[src/hdl/psrf_pkg.sv]
// shared types, codes and command word helpers for the point stream ring formatter
package psrf_pkg;

   typedef enum logic [2:0] {
      KIND_REPORT_START  = 3'd0,
      KIND_PACKET_START  = 3'd1,
      KIND_PACKET_BYTE   = 3'd2,
      KIND_PACKET_END    = 3'd3,
      KIND_REFILL        = 3'd4
   } kind_type;

   typedef enum logic [1:0] {
      HS_NONE = 2'd0,
      HS_ACK  = 2'd1,
      HS_NACK = 2'd2
   } hs_type;

   typedef enum logic [1:0] {
      REG_REFILL_MINIMUM = 2'd0,
      REG_NACK_THRESHOLD = 2'd1
   } reg_index_type;

   localparam int CSR_INDEX_W = 2;
   localparam int CSR_DATA_W  = 8;

   localparam logic [7:0] REFILL_MINIMUM_RESET = 8'd2;
   localparam logic [7:0] NACK_THRESHOLD_RESET = 8'd20;

   localparam logic [7:0] CMD_OFFSET     = 8'hd3;
   localparam logic [7:0] CMD_START_LINE = 8'hdc;
   localparam logic [6:0] IDLE_COORD_HI  = 7'd6;
   localparam logic [6:0] IDLE_COORD_LO  = 7'd4;

   // per-transaction result flags handed from control to the output formatter
   typedef struct packed {
      hs_type handshake;
      logic   word_valid;
      logic   pop;
      logic   idle_phase;
      logic   byte_dropped;
   } result_type;

   function automatic logic [31:0] make_word(input logic [6:0] x, input logic [6:0] y);
      return {CMD_START_LINE, 1'b0, y, CMD_OFFSET, 1'b0, x};
   endfunction

endpackage

[src/hdl/psrf_req_if.sv]
// input channel: event kind and packet byte
interface psrf_req_if;
   logic       valid;
   logic       ready;
   logic [2:0] kind;
   logic [7:0] payload_byte;

   modport source (output valid, output kind, output payload_byte, input ready);
   modport sink   (input valid, input kind, input payload_byte, output ready);
endinterface

[src/hdl/psrf_rsp_if.sv]
// result channel: handshake answer, command word and drop flag
interface psrf_rsp_if;
   logic        valid;
   logic        ready;
   logic [1:0]  handshake;
   logic        word_valid;
   logic [31:0] command_word;
   logic        byte_dropped;

   modport source (output valid, output handshake, output word_valid, output command_word,
                   output byte_dropped, input ready);
   modport sink   (input valid, input handshake, input word_valid, input command_word,
                   input byte_dropped, output ready);
endinterface

[src/hdl/psrf_csr_if.sv]
// configuration write channel
interface psrf_csr_if;
   logic       valid;
   logic       ready;
   logic [1:0] index;
   logic [7:0] data;

   modport source (output valid, output index, output data, input ready);
   modport sink   (input valid, input index, input data, output ready);
endinterface

[src/hdl/psrf_ring_mem.sv]
// byte ring storage: one write port, two registered read ports
module psrf_ring_mem import psrf_pkg::*; #(
   parameter int RING_DEPTH = 256,
   parameter int ADDR_W     = 8
) (
   input  logic              clock,
   input  logic              wr_en,
   input  logic [ADDR_W-1:0] wr_addr,
   input  logic [7:0]        wr_data,
   input  logic              rd_en,
   input  logic [ADDR_W-1:0] rd_addr_a,
   input  logic [ADDR_W-1:0] rd_addr_b,
   output logic [7:0]        rd_data_a,
   output logic [7:0]        rd_data_b
);

   logic [7:0] store_ff [RING_DEPTH];
   logic [7:0] rd_a_ff;
   logic [7:0] rd_b_ff;

   always_ff @(posedge clock) begin
      if (wr_en) begin
         store_ff[wr_addr] <= wr_data;
      end
   end

   // read data holds while the result waits at the output
   always_ff @(posedge clock) begin
      if (rd_en) begin
         rd_a_ff <= store_ff[rd_addr_a];
         rd_b_ff <= store_ff[rd_addr_b];
      end
   end

   assign rd_data_a = rd_a_ff;
   assign rd_data_b = rd_b_ff;

endmodule

[src/hdl/psrf_ctrl.sv]
// pointer, skip, latch and config state; result register and channel handshake
module psrf_ctrl import psrf_pkg::*; #(
   parameter int RING_DEPTH = 256,
   parameter int ADDR_W     = 8
) (
   input  logic              clock,
   input  logic              reset,
   psrf_req_if.sink          req,
   psrf_csr_if.sink          csr,
   input  logic              rsp_ready,
   output logic              rsp_valid,
   output result_type        result,
   output logic              mem_wr_en,
   output logic [ADDR_W-1:0] mem_wr_addr,
   output logic [7:0]        mem_wr_data,
   output logic              mem_rd_en,
   output logic [ADDR_W-1:0] mem_rd_addr_a,
   output logic [ADDR_W-1:0] mem_rd_addr_b
);

   localparam int PW    = ADDR_W + 1;
   localparam int CMP_W = (ADDR_W > 8) ? ADDR_W : 8;
   localparam logic [PW-1:0]     DEPTH_EXT = PW'(RING_DEPTH);
   localparam logic [ADDR_W-1:0] LAST      = ADDR_W'(RING_DEPTH - 1);

   function automatic logic [ADDR_W-1:0] advance(input logic [ADDR_W-1:0] p);
      return (p == LAST) ? '0 : p + 1'b1;
   endfunction

   logic [ADDR_W-1:0] wp_ff, wp_in;
   logic [ADDR_W-1:0] rp_ff, rp_in;
   logic              skip_ff, skip_in;
   logic [7:0]        latched_ff, latched_in;
   logic              idle_ff, idle_in;
   logic [7:0]        refill_min_ff, refill_min_in;
   logic [7:0]        nack_thr_ff, nack_thr_in;
   logic              rsp_valid_ff, rsp_valid_in;
   result_type        result_ff, result_in, res_next;

   logic              accept;
   logic [ADDR_W-1:0] count;
   logic [ADDR_W-1:0] free;
   logic [CMP_W-1:0]  free_ext;
   logic [CMP_W-1:0]  count_ext;
   logic [7:0]        space_sat;
   logic              full;
   logic              refill_ok;
   logic [ADDR_W-1:0] rp_inc;

   assign req.ready = !rsp_valid_ff || rsp_ready;
   assign accept    = req.valid && req.ready;
   assign csr.ready = 1'b1;

   always_comb begin
      count = (wp_ff >= rp_ff) ? (wp_ff - rp_ff)
                               : ADDR_W'(PW'(wp_ff) + DEPTH_EXT - PW'(rp_ff));
      free      = LAST - count;
      full      = (count == LAST);
      free_ext  = CMP_W'(free);
      count_ext = CMP_W'(count);
      space_sat = (free_ext > CMP_W'(255)) ? 8'hff : free_ext[7:0];
      // a pair is popped only when at least two bytes are stored
      refill_ok = (count_ext > CMP_W'(refill_min_ff)) && (count_ext >= CMP_W'(2));
      rp_inc    = advance(rp_ff);
   end

   always_comb begin
      wp_in      = wp_ff;
      rp_in      = rp_ff;
      skip_in    = skip_ff;
      latched_in = latched_ff;
      idle_in    = idle_ff;
      res_next   = '{handshake: HS_NONE, default: 1'b0};
      mem_wr_en  = 1'b0;
      mem_rd_en  = 1'b0;
      if (accept) begin
         case (kind_type'(req.kind))
            KIND_REPORT_START: begin
               wp_in   = wp_ff & ~ADDR_W'(2);
               skip_in = 1'b1;
            end
            KIND_PACKET_START: begin
               latched_in = space_sat;
            end
            KIND_PACKET_BYTE: begin
               // report id byte is swallowed before the full check
               if (skip_ff) begin
                  skip_in = 1'b0;
               end else if (full) begin
                  res_next.byte_dropped = 1'b1;
               end else begin
                  mem_wr_en = 1'b1;
                  wp_in     = advance(wp_ff);
               end
            end
            KIND_PACKET_END: begin
               res_next.handshake = (latched_ff < nack_thr_ff) ? HS_NACK : HS_ACK;
            end
            KIND_REFILL: begin
               res_next.word_valid = 1'b1;
               if (refill_ok) begin
                  res_next.pop = 1'b1;
                  mem_rd_en    = 1'b1;
                  rp_in        = advance(rp_inc);
               end else begin
                  idle_in             = !idle_ff;
                  res_next.idle_phase = !idle_ff;
               end
            end
            default: begin
            end
         endcase
      end
   end

   always_comb begin
      refill_min_in = refill_min_ff;
      nack_thr_in   = nack_thr_ff;
      if (csr.valid) begin
         case (reg_index_type'(csr.index))
            REG_REFILL_MINIMUM: refill_min_in = csr.data;
            REG_NACK_THRESHOLD: nack_thr_in   = csr.data;
            default: begin
            end
         endcase
      end
   end

   always_comb begin
      if (accept) begin
         rsp_valid_in = 1'b1;
      end else if (rsp_ready) begin
         rsp_valid_in = 1'b0;
      end else begin
         rsp_valid_in = rsp_valid_ff;
      end
      result_in = accept ? res_next : result_ff;
   end

   always_ff @(posedge clock) begin
      if (reset) begin
         wp_ff         <= '0;
         rp_ff         <= '0;
         skip_ff       <= 1'b0;
         latched_ff    <= '0;
         idle_ff       <= 1'b0;
         refill_min_ff <= REFILL_MINIMUM_RESET;
         nack_thr_ff   <= NACK_THRESHOLD_RESET;
         rsp_valid_ff  <= 1'b0;
      end else begin
         wp_ff         <= wp_in;
         rp_ff         <= rp_in;
         skip_ff       <= skip_in;
         latched_ff    <= latched_in;
         idle_ff       <= idle_in;
         refill_min_ff <= refill_min_in;
         nack_thr_ff   <= nack_thr_in;
         rsp_valid_ff  <= rsp_valid_in;
      end
   end

   always_ff @(posedge clock) begin
      result_ff <= result_in;
   end

   assign rsp_valid     = rsp_valid_ff;
   assign result        = result_ff;
   assign mem_wr_addr   = wp_ff;
   assign mem_wr_data   = req.payload_byte;
   assign mem_rd_addr_a = rp_ff;
   assign mem_rd_addr_b = rp_inc;

endmodule

[src/hdl/point_stream_ring_formatter.sv]
// top level: ring control, ring storage and command word formatting
//
//   channel | dir | payload                                         | accepted when
//   req_if  | in  | kind, payload_byte                              | valid && ready
//   rsp_if  | out | handshake, word_valid, command_word, byte_dropped| valid && ready
//   csr_if  | in  | index, data                                     | valid && ready
//
// one transaction per cycle if rsp_if is ready; a result is registered for the next cycle
// a refill reads two ring bytes on acceptance through two registered memory read ports
// req_if.ready follows rsp_if.ready whenever a result is held, so one cycle of backpressure
// holds exactly one transaction
// reset (synchronous) clears pointers, skip flag, latched space and idle phase, and loads
// refill_minimum = 2 and nack_threshold = 20; ring contents are not cleared
module point_stream_ring_formatter import psrf_pkg::*; #(
   parameter int RING_DEPTH = 256
) (
   input  logic       clock,
   input  logic       reset,
   psrf_req_if.sink   req_if,
   psrf_rsp_if.source rsp_if,
   psrf_csr_if.sink   csr_if
);

   localparam int ADDR_W = $clog2(RING_DEPTH);

   result_type        result;
   logic              mem_wr_en;
   logic [ADDR_W-1:0] mem_wr_addr;
   logic [7:0]        mem_wr_data;
   logic              mem_rd_en;
   logic [ADDR_W-1:0] mem_rd_addr_a;
   logic [ADDR_W-1:0] mem_rd_addr_b;
   logic [7:0]        mem_rd_data_a;
   logic [7:0]        mem_rd_data_b;
   logic [6:0]        coord_x;
   logic [6:0]        coord_y;
   logic [6:0]        idle_coord;

   psrf_ctrl #(
      .RING_DEPTH (RING_DEPTH),
      .ADDR_W     (ADDR_W)
   ) u_ctrl (
      .clock         (clock),
      .reset         (reset),
      .req           (req_if),
      .csr           (csr_if),
      .rsp_ready     (rsp_if.ready),
      .rsp_valid     (rsp_if.valid),
      .result        (result),
      .mem_wr_en     (mem_wr_en),
      .mem_wr_addr   (mem_wr_addr),
      .mem_wr_data   (mem_wr_data),
      .mem_rd_en     (mem_rd_en),
      .mem_rd_addr_a (mem_rd_addr_a),
      .mem_rd_addr_b (mem_rd_addr_b)
   );

   psrf_ring_mem #(
      .RING_DEPTH (RING_DEPTH),
      .ADDR_W     (ADDR_W)
   ) u_ring_mem (
      .clock     (clock),
      .wr_en     (mem_wr_en),
      .wr_addr   (mem_wr_addr),
      .wr_data   (mem_wr_data),
      .rd_en     (mem_rd_en),
      .rd_addr_a (mem_rd_addr_a),
      .rd_addr_b (mem_rd_addr_b),
      .rd_data_a (mem_rd_data_a),
      .rd_data_b (mem_rd_data_b)
   );

   always_comb begin
      idle_coord = result.idle_phase ? IDLE_COORD_HI : IDLE_COORD_LO;
      coord_x    = result.pop ? mem_rd_data_a[6:0] : idle_coord;
      coord_y    = result.pop ? mem_rd_data_b[6:0] : idle_coord;
   end

   assign rsp_if.handshake    = result.handshake;
   assign rsp_if.word_valid   = result.word_valid;
   assign rsp_if.command_word = result.word_valid ? make_word(coord_x, coord_y) : 32'd0;
   assign rsp_if.byte_dropped = result.byte_dropped;

endmodule

[src/flat_wrapper.sv]
// flat-port wrapper written by rule: the top's interface ports become plain ports
module point_stream_ring_formatter_flat import psrf_pkg::*;
#(
   parameter int RING_DEPTH = 256
)
  (clock, reset, req_if_valid, req_if_kind, req_if_payload_byte, req_if_ready, rsp_if_valid, rsp_if_handshake, rsp_if_word_valid, rsp_if_command_word, rsp_if_byte_dropped, rsp_if_ready, csr_if_valid, csr_if_index, csr_if_data, csr_if_ready);
  psrf_req_if req_if_i ();
  psrf_rsp_if rsp_if_i ();
  psrf_csr_if csr_if_i ();
  input  logic clock;
  input  logic reset;
  input wire logic [$bits(req_if_i.valid)-1:0] req_if_valid;
  input wire logic [$bits(req_if_i.kind)-1:0] req_if_kind;
  input wire logic [$bits(req_if_i.payload_byte)-1:0] req_if_payload_byte;
  output wire logic [$bits(req_if_i.ready)-1:0] req_if_ready;
  output wire logic [$bits(rsp_if_i.valid)-1:0] rsp_if_valid;
  output wire logic [$bits(rsp_if_i.handshake)-1:0] rsp_if_handshake;
  output wire logic [$bits(rsp_if_i.word_valid)-1:0] rsp_if_word_valid;
  output wire logic [$bits(rsp_if_i.command_word)-1:0] rsp_if_command_word;
  output wire logic [$bits(rsp_if_i.byte_dropped)-1:0] rsp_if_byte_dropped;
  input wire logic [$bits(rsp_if_i.ready)-1:0] rsp_if_ready;
  input wire logic [$bits(csr_if_i.valid)-1:0] csr_if_valid;
  input wire logic [$bits(csr_if_i.index)-1:0] csr_if_index;
  input wire logic [$bits(csr_if_i.data)-1:0] csr_if_data;
  output wire logic [$bits(csr_if_i.ready)-1:0] csr_if_ready;
  assign req_if_i.valid = req_if_valid;
  assign req_if_i.kind = req_if_kind;
  assign req_if_i.payload_byte = req_if_payload_byte;
  assign req_if_ready = req_if_i.ready;
  assign rsp_if_valid = rsp_if_i.valid;
  assign rsp_if_handshake = rsp_if_i.handshake;
  assign rsp_if_word_valid = rsp_if_i.word_valid;
  assign rsp_if_command_word = rsp_if_i.command_word;
  assign rsp_if_byte_dropped = rsp_if_i.byte_dropped;
  assign rsp_if_i.ready = rsp_if_ready;
  assign csr_if_i.valid = csr_if_valid;
  assign csr_if_i.index = csr_if_index;
  assign csr_if_i.data = csr_if_data;
  assign csr_if_ready = csr_if_i.ready;
  point_stream_ring_formatter #(.RING_DEPTH(RING_DEPTH)) u_core (.clock(clock), .reset(reset), .req_if(req_if_i), .rsp_if(rsp_if_i), .csr_if(csr_if_i));
endmodule
[config.mk]
export PLATFORM = sky130hd
export DESIGN_NAME = point_stream_ring_formatter_flat
export DESIGN_NICKNAME = d
export VERILOG_FILES = /design/src/hdl/psrf_pkg.sv /design/src/hdl/psrf_req_if.sv /design/src/hdl/psrf_rsp_if.sv /design/src/hdl/psrf_csr_if.sv /design/src/hdl/psrf_ring_mem.sv /design/src/hdl/psrf_ctrl.sv /design/src/hdl/point_stream_ring_formatter.sv /design/src/flat_wrapper.sv
export SDC_FILE = /design/constraint.sdc
export NUM_CORES = 2
export LEC_CHECK = 0
export BUFFER_PORTS_ARGS = -buffer_cell sky130_fd_sc_hd__buf_2
export CAP_MARGIN = 20
export CORE_MARGIN = 10
export CORE_UTILIZATION = 35
export DETAILED_ROUTE_END_ITERATION = 12
export SYNTH_ARGS = -nofsm -noshare
export SYNTH_HDL_FRONTEND = slang
export SYNTH_HIERARCHICAL = 1
export SYNTH_SLANG_ARGS = --single-unit
[constraint.sdc]
create_clock -name clock -period 10.59 [get_ports clock]
set_input_delay 0.5295 -clock clock [delete_from_list [all_inputs] [get_ports clock]]
set_output_delay 0.5295 -clock clock [all_outputs]
set_load 0.05 [all_outputs]
==> flow_results.org <==
** GRT
- Number of antenna violations at the first check in global routing :: 9
- The first global-routing pass estimated 387,000 µm of wire.
- Pin count of the biggest net entering global routing :: 158
- Global routing finished with a remaining overflow of 0.
- The via count of the first global-routing pass came to between 50,000 and 60,000.
- Global routing consumed, over all layers together, 19.5% of the routing resources.

** Power and ir drop
- Switching share of power :: 21.1%
- Combinational logic burns 1.4% of the power.
- Per report_power, the sequential group accounts for 54.3% of the total.
- Share of power burned in the clock network :: 44.4%
- VDD sags by at most 0.172 mV.
- Overall power :: 14,800 µW
- Summed over all nets, the switching power comes to 3140 µW.
- Static Leak :: 0.0296 µW
- The internal portion of the total power is 11,700 µW.
- Power per unit of standard cell area :: 151 mW/mm²

** Clocking
- At the later pin of the worst-skew pair, clock insertion delay measures 0.87 ns.
- In this run the post-CTS setup repair buffer count came out at 0.
- TritonCTS built the clock tree.
- Clock-pin transition on the worst setup and hold timing paths :: 0.06 ns
- Clock buffers created by TritonCTS :: 189
- CTS sink count :: 1,855
- No sink is reached through more buffers than the 3 on the longest clock path.
- The tree is rooted in a sky130_fd_sc_hd__clkbuf_16.
- Maximum level of the CTS H-tree :: 4

** Critical path
- Critical Setup Path Class :: register to register
- Worst Setup Start Kind :: register
- CP Launch Point :: u_core/u_ctrl/mem_rd_addr_a[1]
- Of all nets on the critical path, the largest fanout is between 40 and 50.
- The startpoint identified for the worst register-to-register timing path is u_core/u_ctrl/mem_rd_addr_a[1].
- For the worst flop-to-flop path, the logic depth is 13.
- Required arrival time at the worst endpoint :: 11.14 ns
- Across all register-to-register paths, the minimum setup slack is 4.32 ns.
- STA classifies the critical path endpoint as a register.
- Arrival time at the worst endpoint :: between 6 and 7 ns

** Cells and area
- Relative to the synthesized area, the layout overhead comes to 10.3%.
- The sequential cells in the finished layout cover a total of around 0.055 mm².
- Fill cell count :: ~23,000
- Area of combinational cells with multiple inputs :: 0.0308 mm²
- Share of post-route cells with drive strength above 1 :: 29.9%
- The finished layout holds 8,250 standard cells, fillers aside.
- The final layout contains 4,770 nets.
- Cells fill 38.7% of the core in the end.
- Area of all placed cells without fillers :: 0.0982 mm²

** STA
- Setup repair after global routing left no endpoint under its margin.
- Setup_tns :: 0 ns
- Of the available clock period, the critical path in the final layout requires 59.2%.
- Shortest period the worst path allows :: 6.27 ns
- The count of pins over their slew limit came to 0.
- The count of endpoints failing hold in the final timing report came to 0.
- The worst pin sits at a relative slew slack of a little under an eighth.
- Across the routed clock network, the largest skew measured is about 0.07 ns.
- For this run, the top clock speed supported by timing is 160 MHz.
- Setup violations remaining at the end of the flow were counted as 0.
- For the pin with the worst max-slew slack, the measured transition is 1.32 ns.

** Hold path
- In this run the worst hold path is classified as input port to register.
- Worst hold start :: req_if_kind[2]
- Counting instances, the worst hold path has a depth of 2.

** Floorplanning
- The initial utilization of the core area, before any placement, comes to a little over a third.
- DIE AREA :: 0.275 mm²
- Count of boundary I/O pins :: between 60 and 70
- The core region is 0.254 mm².
- The floorplan has 185 rows.
- Measured along the y axis, the die boundary spans around 520 µm.
- Width of the chip :: 524 µm

** Place
- GPL Wtd Cong :: a little under 0.9
- Once detailed placement completed, the half-perimeter wirelength came to 176,000 µm.
- During placement, the flow inserted port buffers numbering 54.
- The placed instances occupy a cell area of 0.0918 mm².
- Cell count after placement :: just under 8,000

** Detailed routing
- Post-detailed-route wirelength per cell :: 33.4 µm
- After the first detailed-routing iteration, the DRC count stood at 6,702.
- Using the TritonRoute via totals, the vias-per-cell ratio works out to 6.17.
- Number of DRC violations after detailed routing :: 0
- Total Routed Length :: 276,000 µm
- The pre-antenna-repair detailed-routing pass consisted of 7 iterations.
- Once detail routing completed, the nets flagged for antenna violations numbered 0.
- Via Count :: 50,866

** Synth
- Summed instance area of the synthesized netlist :: 0.0890 mm²
- The average instance in the mapped netlist occupies 18.7 µm².
- During synthesis, Yosys emitted a total of 6 warnings.
- Cell count after synthesis :: 4,760

** Run status
- Result of the run :: completed

** Run
- MaxCap Viol Count :: 0
-- state kept, by name, summed over array words and instances, names as in the netlist --
signal and count:
u_core/u_ctrl/result 6, u_core/u_ctrl/mem_rd_addr_a 8, u_core/u_ctrl/skip_ff 1, u_core/u_ring_mem/store_ff 1792
u_core/u_ctrl/mem_wr_addr 8, u_core/u_ctrl/nack_thr_ff 8, u_core/u_ctrl/latched_ff 8, u_core/u_ctrl/idle_ff 1
u_core/u_ctrl/rsp_valid 1, u_core/u_ring_mem/rd_data_b 7, u_core/u_ring_mem/rd_data_a 7, u_core/u_ctrl/refill_min_ff 8
-- placed cells by master (no fill, tap or decap), types with 11 or more instances in the layout --
cell and count:
sky130_fd_sc_hd__nor2b_1 30, sky130_fd_sc_hd__mux4_2 926, sky130_fd_sc_hd__a221oi_1 23, sky130_fd_sc_hd__nor3_1 26, sky130_fd_sc_hd__o221ai_1 59, sky130_fd_sc_hd__o21ai_0 41, sky130_fd_sc_hd__a21oi_1 102, sky130_fd_sc_hd__clkinv_1 44
sky130_fd_sc_hd__nand3_1 64, sky130_fd_sc_hd__nand2b_1 22, sky130_fd_sc_hd__nand2_1 130, sky130_fd_sc_hd__nor3b_1 11, sky130_fd_sc_hd__and3_1 15, sky130_fd_sc_hd__buf_4 114, sky130_fd_sc_hd__a211oi_1 31, sky130_fd_sc_hd__buf_2 47
sky130_fd_sc_hd__o211ai_1 11, sky130_fd_sc_hd__o22ai_1 44, sky130_fd_sc_hd__o31ai_1 11, sky130_fd_sc_hd__ha_1 25, sky130_fd_sc_hd__and2_1 13, sky130_fd_sc_hd__nand3b_1 11, sky130_fd_sc_hd__nor2_1 340, sky130_fd_sc_hd__bufinv_16 12
sky130_fd_sc_hd__mux2_2 35, sky130_fd_sc_hd__clkbuf_1 50, sky130_fd_sc_hd__nand4_1 18, sky130_fd_sc_hd__a22oi_1 53, sky130_fd_sc_hd__inv_1 34, sky130_fd_sc_hd__mux2i_1 215, sky130_fd_sc_hd__edfxtp_1 1812, sky130_fd_sc_hd__dfxtp_1 37
sky130_fd_sc_hd__clkinv_2 38, sky130_fd_sc_hd__a22o_1 15, sky130_fd_sc_hd__clkbuf_16 190
-- metrics by stage --
step / setup WS [ns] / hold WS [ns]
after floorplan: 6.59 / 0.451
after global placement: 4.15 / 0.478
after detailed placement: 4.17 / 0.477
after CTS: 4.17 / 0.0418
after global routing: 3.85 / 0.0930
final: 4.32 / 0.0834
-- path summary, 6_finish.rpt --
| path | end |
|---|---|
| worst max-delay path | u_core/u_ring_mem/rd_data_b[0] |
| worst min-delay path | u_core/u_ctrl/result[5] |
| worst max register to register | u_core/u_ring_mem/rd_data_b[0] |
| worst min register to register | u_core/u_ctrl/latched_ff[0] |
-- routing by layer --
layer	track usage [%]	part of all wire, %
met4	7.94	4.6
met1	26.0	38
met3	4.54	9.8
met5	0.175	0.030
met2	31.0	47
-- layout make-up --
class                      count  share of cell area (%)
sequential                  1855                    56.3
tap                         3366                    4.29
timing repair buffer         199                    1.67
multi-input combinational   2433                    31.4
antenna                        4                  0.0102
clock inverter               113                    1.13
clock buffer                 240                    5.03
inverter                      40                   0.163
-- timing repair --
item | in CTS | in global routing
hold buffers | 10 | 0
hold endpoints to repair | 17 | 0
gates resized for setup | 0 | 0
-- worst max-delay path: stages (launching register included) --
cell and delay [ns]:
sky130_fd_sc_hd__dfxtp_4 0.55, sky130_fd_sc_hd__ha_1 0.51, sky130_fd_sc_hd__nand3_1 0.20, sky130_fd_sc_hd__nor3_1 0.15, sky130_fd_sc_hd__nor2_4 0.43, sky130_fd_sc_hd__buf_4 0.59, sky130_fd_sc_hd__buf_4 0.65, sky130_fd_sc_hd__buf_4 0.73
sky130_fd_sc_hd__mux4_2 0.62, sky130_fd_sc_hd__mux4_2 0.51, sky130_fd_sc_hd__nand2_1 0.14, sky130_fd_sc_hd__a21oi_1 0.12, sky130_fd_sc_hd__a21oi_1 0.61, sky130_fd_sc_hd__a221oi_2 0.11
-- power groups by stage --
| stage | clock (µW) | sequential (µW) | combinational, µW |
|---|---|---|---|
| after detailed placement | 0 | 8220 | 195 |
| after CTS | 6690 | 8060 | 197 |
| after global placement | 0 | 8220 | 187 |
| after global routing | 6990 | 8060 | 217 |
| final | 6590 | 8060 | 203 |
| after floorplan | 0 | 8220 | 107 |
No activity file was read; power rests on OpenSTA's default activity.
